**src/hw/rtl/bspl_pkg.sv**
```systemverilog
`default_nettype none
// ----------------------------------------------------------------------------
// bspl_pkg
// Shared widths, codes and helpers for the sector box point locator.
// ----------------------------------------------------------------------------
package bspl_pkg;

  localparam int unsigned COORD_W = 24;
  localparam int unsigned ID_W    = 16;
  localparam int unsigned PRIO_W  = 8;
  localparam int unsigned KIND_W  = 2;
  localparam int unsigned CFG_IDX_W = 2;

  // (min + max) - 2 * point needs two more bits than a coordinate
  localparam int unsigned OFF_W  = COORD_W + 2;
  localparam int unsigned SQ_W   = 2 * OFF_W;
  localparam int unsigned DIST_W = 54;

  localparam logic [CFG_IDX_W-1:0] CFG_POINT_X = CFG_IDX_W'(0);
  localparam logic [CFG_IDX_W-1:0] CFG_POINT_Y = CFG_IDX_W'(1);
  localparam logic [CFG_IDX_W-1:0] CFG_POINT_Z = CFG_IDX_W'(2);

  localparam logic [KIND_W-1:0] KIND_REAL     = KIND_W'(0);
  localparam logic [KIND_W-1:0] KIND_VIRTUAL  = KIND_W'(1);
  localparam logic [KIND_W-1:0] KIND_FALLBACK = KIND_W'(2);

  localparam logic signed [PRIO_W-1:0] PRIO_LOWEST = {1'b1, {(PRIO_W-1){1'b0}}};
  localparam logic [DIST_W-1:0]        DIST_MAX    = {DIST_W{1'b1}};

  typedef logic signed [COORD_W-1:0] coord_t;

  // Offer of one box to a track, and the track's view after the offer
  typedef struct packed {
    logic                      valid;
    logic                      clear;
    logic [ID_W-1:0]           id;
    logic signed [PRIO_W-1:0]  prio;
    logic [DIST_W-1:0]         dist_sq;
  } bspl_offer_t;

  typedef struct packed {
    logic            found;
    logic [ID_W-1:0] id;
  } bspl_best_t;

  // Magnitude of the doubled center offset on one axis
  function automatic logic [OFF_W-1:0] axis_mag(coord_t lo, coord_t hi, coord_t p);
    logic signed [OFF_W-1:0] off;
    off = OFF_W'(lo) + OFF_W'(hi) - (OFF_W'(p) <<< 1);
    return off[OFF_W-1] ? OFF_W'(-off) : OFF_W'(off);
  endfunction

endpackage : bspl_pkg
`default_nettype wire

```
**src/hw/rtl/bspl_track.sv**
```systemverilog
`default_nettype none
// ----------------------------------------------------------------------------
// bspl_track
// Running best box of one track: priority first, then nearer center.
// ----------------------------------------------------------------------------
module bspl_track (
  input  wire logic                  clk_i,
  input  wire logic                  rst_ni,
  input  wire bspl_pkg::bspl_offer_t offer_i,
  output bspl_pkg::bspl_best_t       best_o
);
  import bspl_pkg::*;

  logic                     found_q, found_d;
  logic [ID_W-1:0]          id_q, id_d;
  logic signed [PRIO_W-1:0] prio_q, prio_d;
  logic [DIST_W-1:0]        dist_q, dist_d;
  logic                     win;

  // Equal priority and equal distance keeps the earlier box
  assign win = offer_i.valid &&
               ((offer_i.prio > prio_q) ||
                (offer_i.prio == prio_q && offer_i.dist_sq < dist_q));

  // View after this offer, used by the end-of-scan answer
  assign best_o.found = win | found_q;
  assign best_o.id    = win ? offer_i.id : id_q;

  always_comb begin
    found_d = best_o.found;
    id_d    = best_o.id;
    prio_d  = win ? offer_i.prio : prio_q;
    dist_d  = win ? offer_i.dist_sq : dist_q;
    if (offer_i.clear) begin
      found_d = 1'b0;
      id_d    = '0;
      prio_d  = PRIO_LOWEST;
      dist_d  = DIST_MAX;
    end
  end

  always_ff @(posedge clk_i or negedge rst_ni) begin
    if (!rst_ni) begin
      found_q <= 1'b0;
      id_q    <= '0;
      prio_q  <= PRIO_LOWEST;
      dist_q  <= DIST_MAX;
    end else begin
      found_q <= found_d;
      id_q    <= id_d;
      prio_q  <= prio_d;
      dist_q  <= dist_d;
    end
  end

`ifndef SYNTHESIS
  a_clear_empties : assert property (@(posedge clk_i) disable iff (!rst_ni)
    offer_i.clear |=> !found_q && prio_q == PRIO_LOWEST && dist_q == DIST_MAX)
    else $error("track not emptied after end of scan");
  a_win_sets_found : assert property (@(posedge clk_i) disable iff (!rst_ni)
    win && !offer_i.clear |=> found_q && id_q == $past(offer_i.id))
    else $error("winning box not kept");
  a_found_has_dist : assert property (@(posedge clk_i) disable iff (!rst_ni)
    found_q |-> dist_q != DIST_MAX)
    else $error("found track holds reset distance");
`endif

endmodule : bspl_track
`default_nettype wire

```
**config.mk**
```make
export PLATFORM = sky130hd
export DESIGN_NAME = bspl_track
export DESIGN_NICKNAME = d
export VERILOG_FILES = /design/src/hw/rtl/bspl_pkg.sv /design/src/hw/rtl/bspl_track.sv
export SDC_FILE = /design/constraint.sdc
export NUM_CORES = 1
export LEC_CHECK = 0
export BUFFER_PORTS_ARGS = -buffer_cell sky130_fd_sc_hd__buf_2
export CORE_AREA = 2 2 113 115
export DETAILED_ROUTE_END_ITERATION = 6
export DIE_AREA = 0 0 115 117
export HOLD_SLACK_MARGIN = 0.06
export PLACE_DENSITY_LB_ADDON = 0.15
export SYNTH_ARGS = -nofsm -noshare
export SYNTH_HDL_FRONTEND = slang
export SYNTH_SLANG_ARGS = --single-unit
export TNS_END_PERCENT = 5
```
**constraint.sdc**
```tcl
create_clock -name clk_i -period 2.8 [get_ports clk_i]
set_input_delay 0.14 -clock clk_i [delete_from_list [all_inputs] [get_ports clk_i]]
set_output_delay 0.14 -clock clk_i [all_outputs]
set_load 0.01 [all_outputs]
```
# Yosys cells after proc, flatten, opt, wreduce, memory -nomap -nowiden
# Index checks and enable logic that the tools add are counted.
[word_totals]
input_bits = 82
out_inout_bits = 17
word_cells = 19
register_bits = 79
[classes]
eq_ne = 1
muxes = 7
n_reduce_logical = 4
order_cmp = 2
bitwise = 1
[op_table]
columns = ["cell", "n"]
rows = [
  ["$mux 54", 2],
  ["$lt 54x54->1", 1],
  ["$mux 16", 2],
  ["$mux 8", 2],
  ["$eq 8x8->1", 1],
  ["$gt 8x8->1", 1],
  ["$logic_and 1x1->1", 2],
  ["$reduce_bool 2->1", 1],
  ["$logic_or 1x1->1", 1],
  ["$mux 1", 1],
  ["$or 1x1->1", 1],
]

# Logic depth before layout (Yosys ltp)
[depth]
depth_word = 6
ltp_mapped = 12
ltp_nobuf = 9

# Worst setup path after synthesis
# No wires, ideal clock.
[synth_timing]
path_type = "register to output"
start = "register dist_q[52]"
end = "output port best_o[0] (netlist bit)"
n_path_buf = 2
path_stages_with_launch = 12
t_required_ps = 2660
path_slack_ps = 267
arrival_time_ps = 2393
cell_sequence = "dfstp_2 > inv_1 > ha_1 > a21oi_1 > nand2_1 > a2111oi_2 > nand2_1 > a311oi_1 > a21boi_1 > buf_2 > buf_6 > mux2_1"
[synth_lines]
columns = ["element", "line_no", "text"]
rows = [
  ["from (decl)", "bspl_track.sv:17", "logic [DIST_W-1:0] dist_q, dist_d;"],
  ["from (signal assigned)", "bspl_track.sv:52", "dist_q <= dist_d;"],
  ["to (decl)", "bspl_track.sv:10", "output bspl_pkg::bspl_best_t best_o"],
]

==> metrics <==
register area=0.00205 sq mm; CTS tree=done; Max Root-Sink Buffers=2; cells along the critical path=inv_2 -> ha_4 -> nand4_1 -> nor4_4 -> nand3_2 -> a21oi_2 -> o31ai_4 -> a21boi_4 -> buf_6 -> buf_12 -> mux2_4 -> buf_6; area of the multi-input gates=between 0.003 and 0.004 sq mm; adder-cell area share of the yosys netlist=between 10 and 15%; Seq/Total Area, Yosys=a little under two fifths; HP Class=input port to register; Final Cycle Share=114%; cts bufs inserted=9; type of destination of the critical path=output pin; initial antenna violation count=1; vias in the first global route=roughly 4600; PD cells=around 480 mW/mm^2; Crit path largest cell delay=approximately 0.54 ns; GRT overflow=0; post-synth top area cell=dfstp_2; crit path max fanout=6; Final Max Tran Viols=0; required time worst endpoint=2.66 ns; Leak=approximately 4.0 nW; status=finished, violations left; via-per-instance ratio=approximately 5.0; Routed WL=between 10000 and 15000 um; routed via count=4504; die area=between 0.01 and 0.015 sq mm; CP Class=register to output pin; Core ar.=0.0123 sq mm; mux share of post-synthesis cell area=between 15 and 20%; fin nets=approximately 900; largest net degree at the start of global routing=90; GPL Wtd Cong=roughly 0.74; worst-margin pin slew=1.03 ns; post-synthesis simple-gate area fraction=between 15 and 20%; synthesized area per cell=roughly 9.3 sq um; CP startpoint kind=register; YS warnings=0; met1 Use GR=~25%; Post-Syn Instances=approximately 580; Non-Filler Instances=904; WP data arrival=roughly 3.1 ns; Area growth syn-to-layout=37.8%; clk_lat worst skew=0.34 ns; top cell type's share of synthesized area=between 20% and 30%; normalized max-slew margin=a little under a third; flops & latches, synth=79; Sink Count=approximately 80; Ports=99; Setup-failing EPs final=70; first-pass GRT wire length=roughly 21000 um; area of the mapped netlist=between 0.005 and 0.006 sq mm; Hold Violations, Final=0; fin crit period=between 3 and 4 ns; WL per Instance=about 14 um; count of cell types in the netlist=37; Final Util=~61%; compound-cell area share of the yosys netlist=under 10%; layout cells sized above 1=31.5%; f_max=between 300 and 400 MHz; antenna-violating nets left=0; setup ws final=-0.385 ns; GR Layer Usage met2=between 30 and 40%; DR pass1 iterations=5; Fillers=1052; Initial Utilization=44.1%; RSZ-0062 raised after global routing=true; met3 GRT Util=under 10%; # DRC=0; Syn Nets=725; Slowest-stage cell, CP=dfstp_2; crit-path most repeated cell=buf_6; GRT busiest layer=met2; Power Total=0.00356 W; largest family of logic cells by synthesized area=simple AND/OR/NAND/NOR gates; Reg clk slew, reported paths=~0.06 ns; Setup TNS Final=-11.92 ns; Post-Place Cells=approximately 820; row count=41; gr usage total=approximately a fifth; clock skew after layout=0.00714 ns; Root Buffer=clkbuf_16; Max Cap Violations=0; Port Buffers=just under 100; H-tree depth=3; failing checks=negative setup slack; Max VDD drop=between 0.0004 and 0.0005 V; Die Width=around 120 um; initial DRC count=213; die height=about 120 um; detailed placement HPWL=approximately 8100 um; Synth area leaders=dfstp_2, mux2i_1, ha_1, dfrtp_1, nor2_1; xor/xnor share of the synthesized area=0%
[per-stage QoR]
step | setup slack [ns] | hold slack [ns] | cell area, sq um
2_1_floorplan | 0.267 | -0.156 | 5430
3_3_place_gp | -0.156 | 0.393 | 6150
3_5_place_dp | -0.174 | 0.383 | 6150
4_1_cts | -0.434 | 0.0604 | 7390
5_1_grt | -0.520 | 0.0707 | 7480
6_report | -0.385 | 0.0752 | 7480
[final cells by class]
| cell class | instances | area share, % |
|---|---|---|
| repair buffers | 183 | 20.2 |
| diodes | 1 | 0.0335 |
| multi-input cells | 412 | 43.1 |
| flip-flops and latches | 79 | 27.4 |
| clock inverters | 1 | 0.0669 |
| well taps | 150 | 2.51 |
| clock buffers | 15 | 3.58 |
| inverters | 63 | 3.16 |
[worst max-delay path, delay by kind of cell, from the launching register on]
family,cells,cell delay (ns)
AO/OA/AOI/OAI,3,0.51
adder cells (fa/ha/maj),1,0.26
buffers and inverters,4,0.41
flip-flops,1,0.54
multiplexers,1,0.31
AND/OR/NAND/NOR,3,0.66
[cell families after synthesis]
kind of cell	count (synthesis)
AO/OA/AOI/OAI	47
adder cells (fa/ha/maj)	61
buffers and inverters	91
flip-flops	79
multiplexers	94
AND/OR/NAND/NOR	210
[Yosys cell counts, drive strengths merged]
master   count
a21boi       1
nor2b        1
o21a         1
a21oi       22
dfstp       55
a311oi       1
o21ai        9
inv         63
o31ai        1
nand2b      49
and4         1
o211ai       1
mux2i       78
dfrtp       24
mux2        16
clkbuf      17
a221oi       1
nor2       118
nand3        6
o211a        1
o221ai       1
a211oi       3
a221o        1
a2111oi      1
ha          61
nor4b        2
o311a        1
nor4         2
a21o         1
buf         11
nand2       21
nand4        8
a211o        1
nor3         2
[registers in the layout, summed over array words and instances (netlist names)]
name,flops
found_q,1
id_q,16
dist_q,54
prio_q,8
[path summary, 6_finish.rpt]
check / startpoint / endpoint / slack, ns / cells past startpoint
max reg2reg: dist_q[47] / dist_q[50] / -0.15 / 13
min in group asynchronous: rst_ni / id_q[11] / 0.53 / 2
max in group asynchronous: rst_ni / prio_q[0] / 1.63 / 2
min reg2reg: dist_q[15] / dist_q[15] / 0.52 / 2
min: offer_i[35] / dist_q[35] / 0.08 / 3
max: dist_q[47] / best_o[7] / -0.39 / 12
[layer usage]
| metal | routed length, um | share of wire [%] | vias up |
|---|---|---|---|
| met2 | 6290 | 50 | 74 |
| met1 | 5670 | 45 | 2151 |
| met4 | 116 | 0.92 | 0 |
| met3 | 566 | 4.5 | 9 |
| li1 | - | - | 2270 |
| met5 | 0 | 0 | - |
[where the power goes]
| part | leakage (nW) | switching, W | internal (W) |
|---|---|---|---|
| registers | 0.901 | 0.0000581 | 0.00131 |
| clock network | 0.134 | 0.000454 | 0.000649 |
| logic | 3.00 | 0.000505 | 0.000592 |
[cells in the final DEF, fill, tap and decap left out, types with 16 or more instances in the layout]
master / n
nor2_1: 118
buf_2: 80
ha_1: 53
dfstp_2: 55
a21oi_1: 21
mux2_4: 16
dlygate4sd3_1: 56
nand2_1: 20
nand2b_1: 49
mux2i_1: 78
inv_1: 55
dfrtp_1: 24
buf_6: 27
[repair_timing]
action / in CTS / in global routing
gates resized for setup: 61 / 16
buffers inserted: 7 / 0
pin swaps: 11 / 8
cloned: 2 / 0
endpoints found under the setup margin: 82 / 96
endpoints found under the hold margin: 79 / 0
hold buffers: 56 / 0
Note: power is estimated with default switching activity, not from simulation.
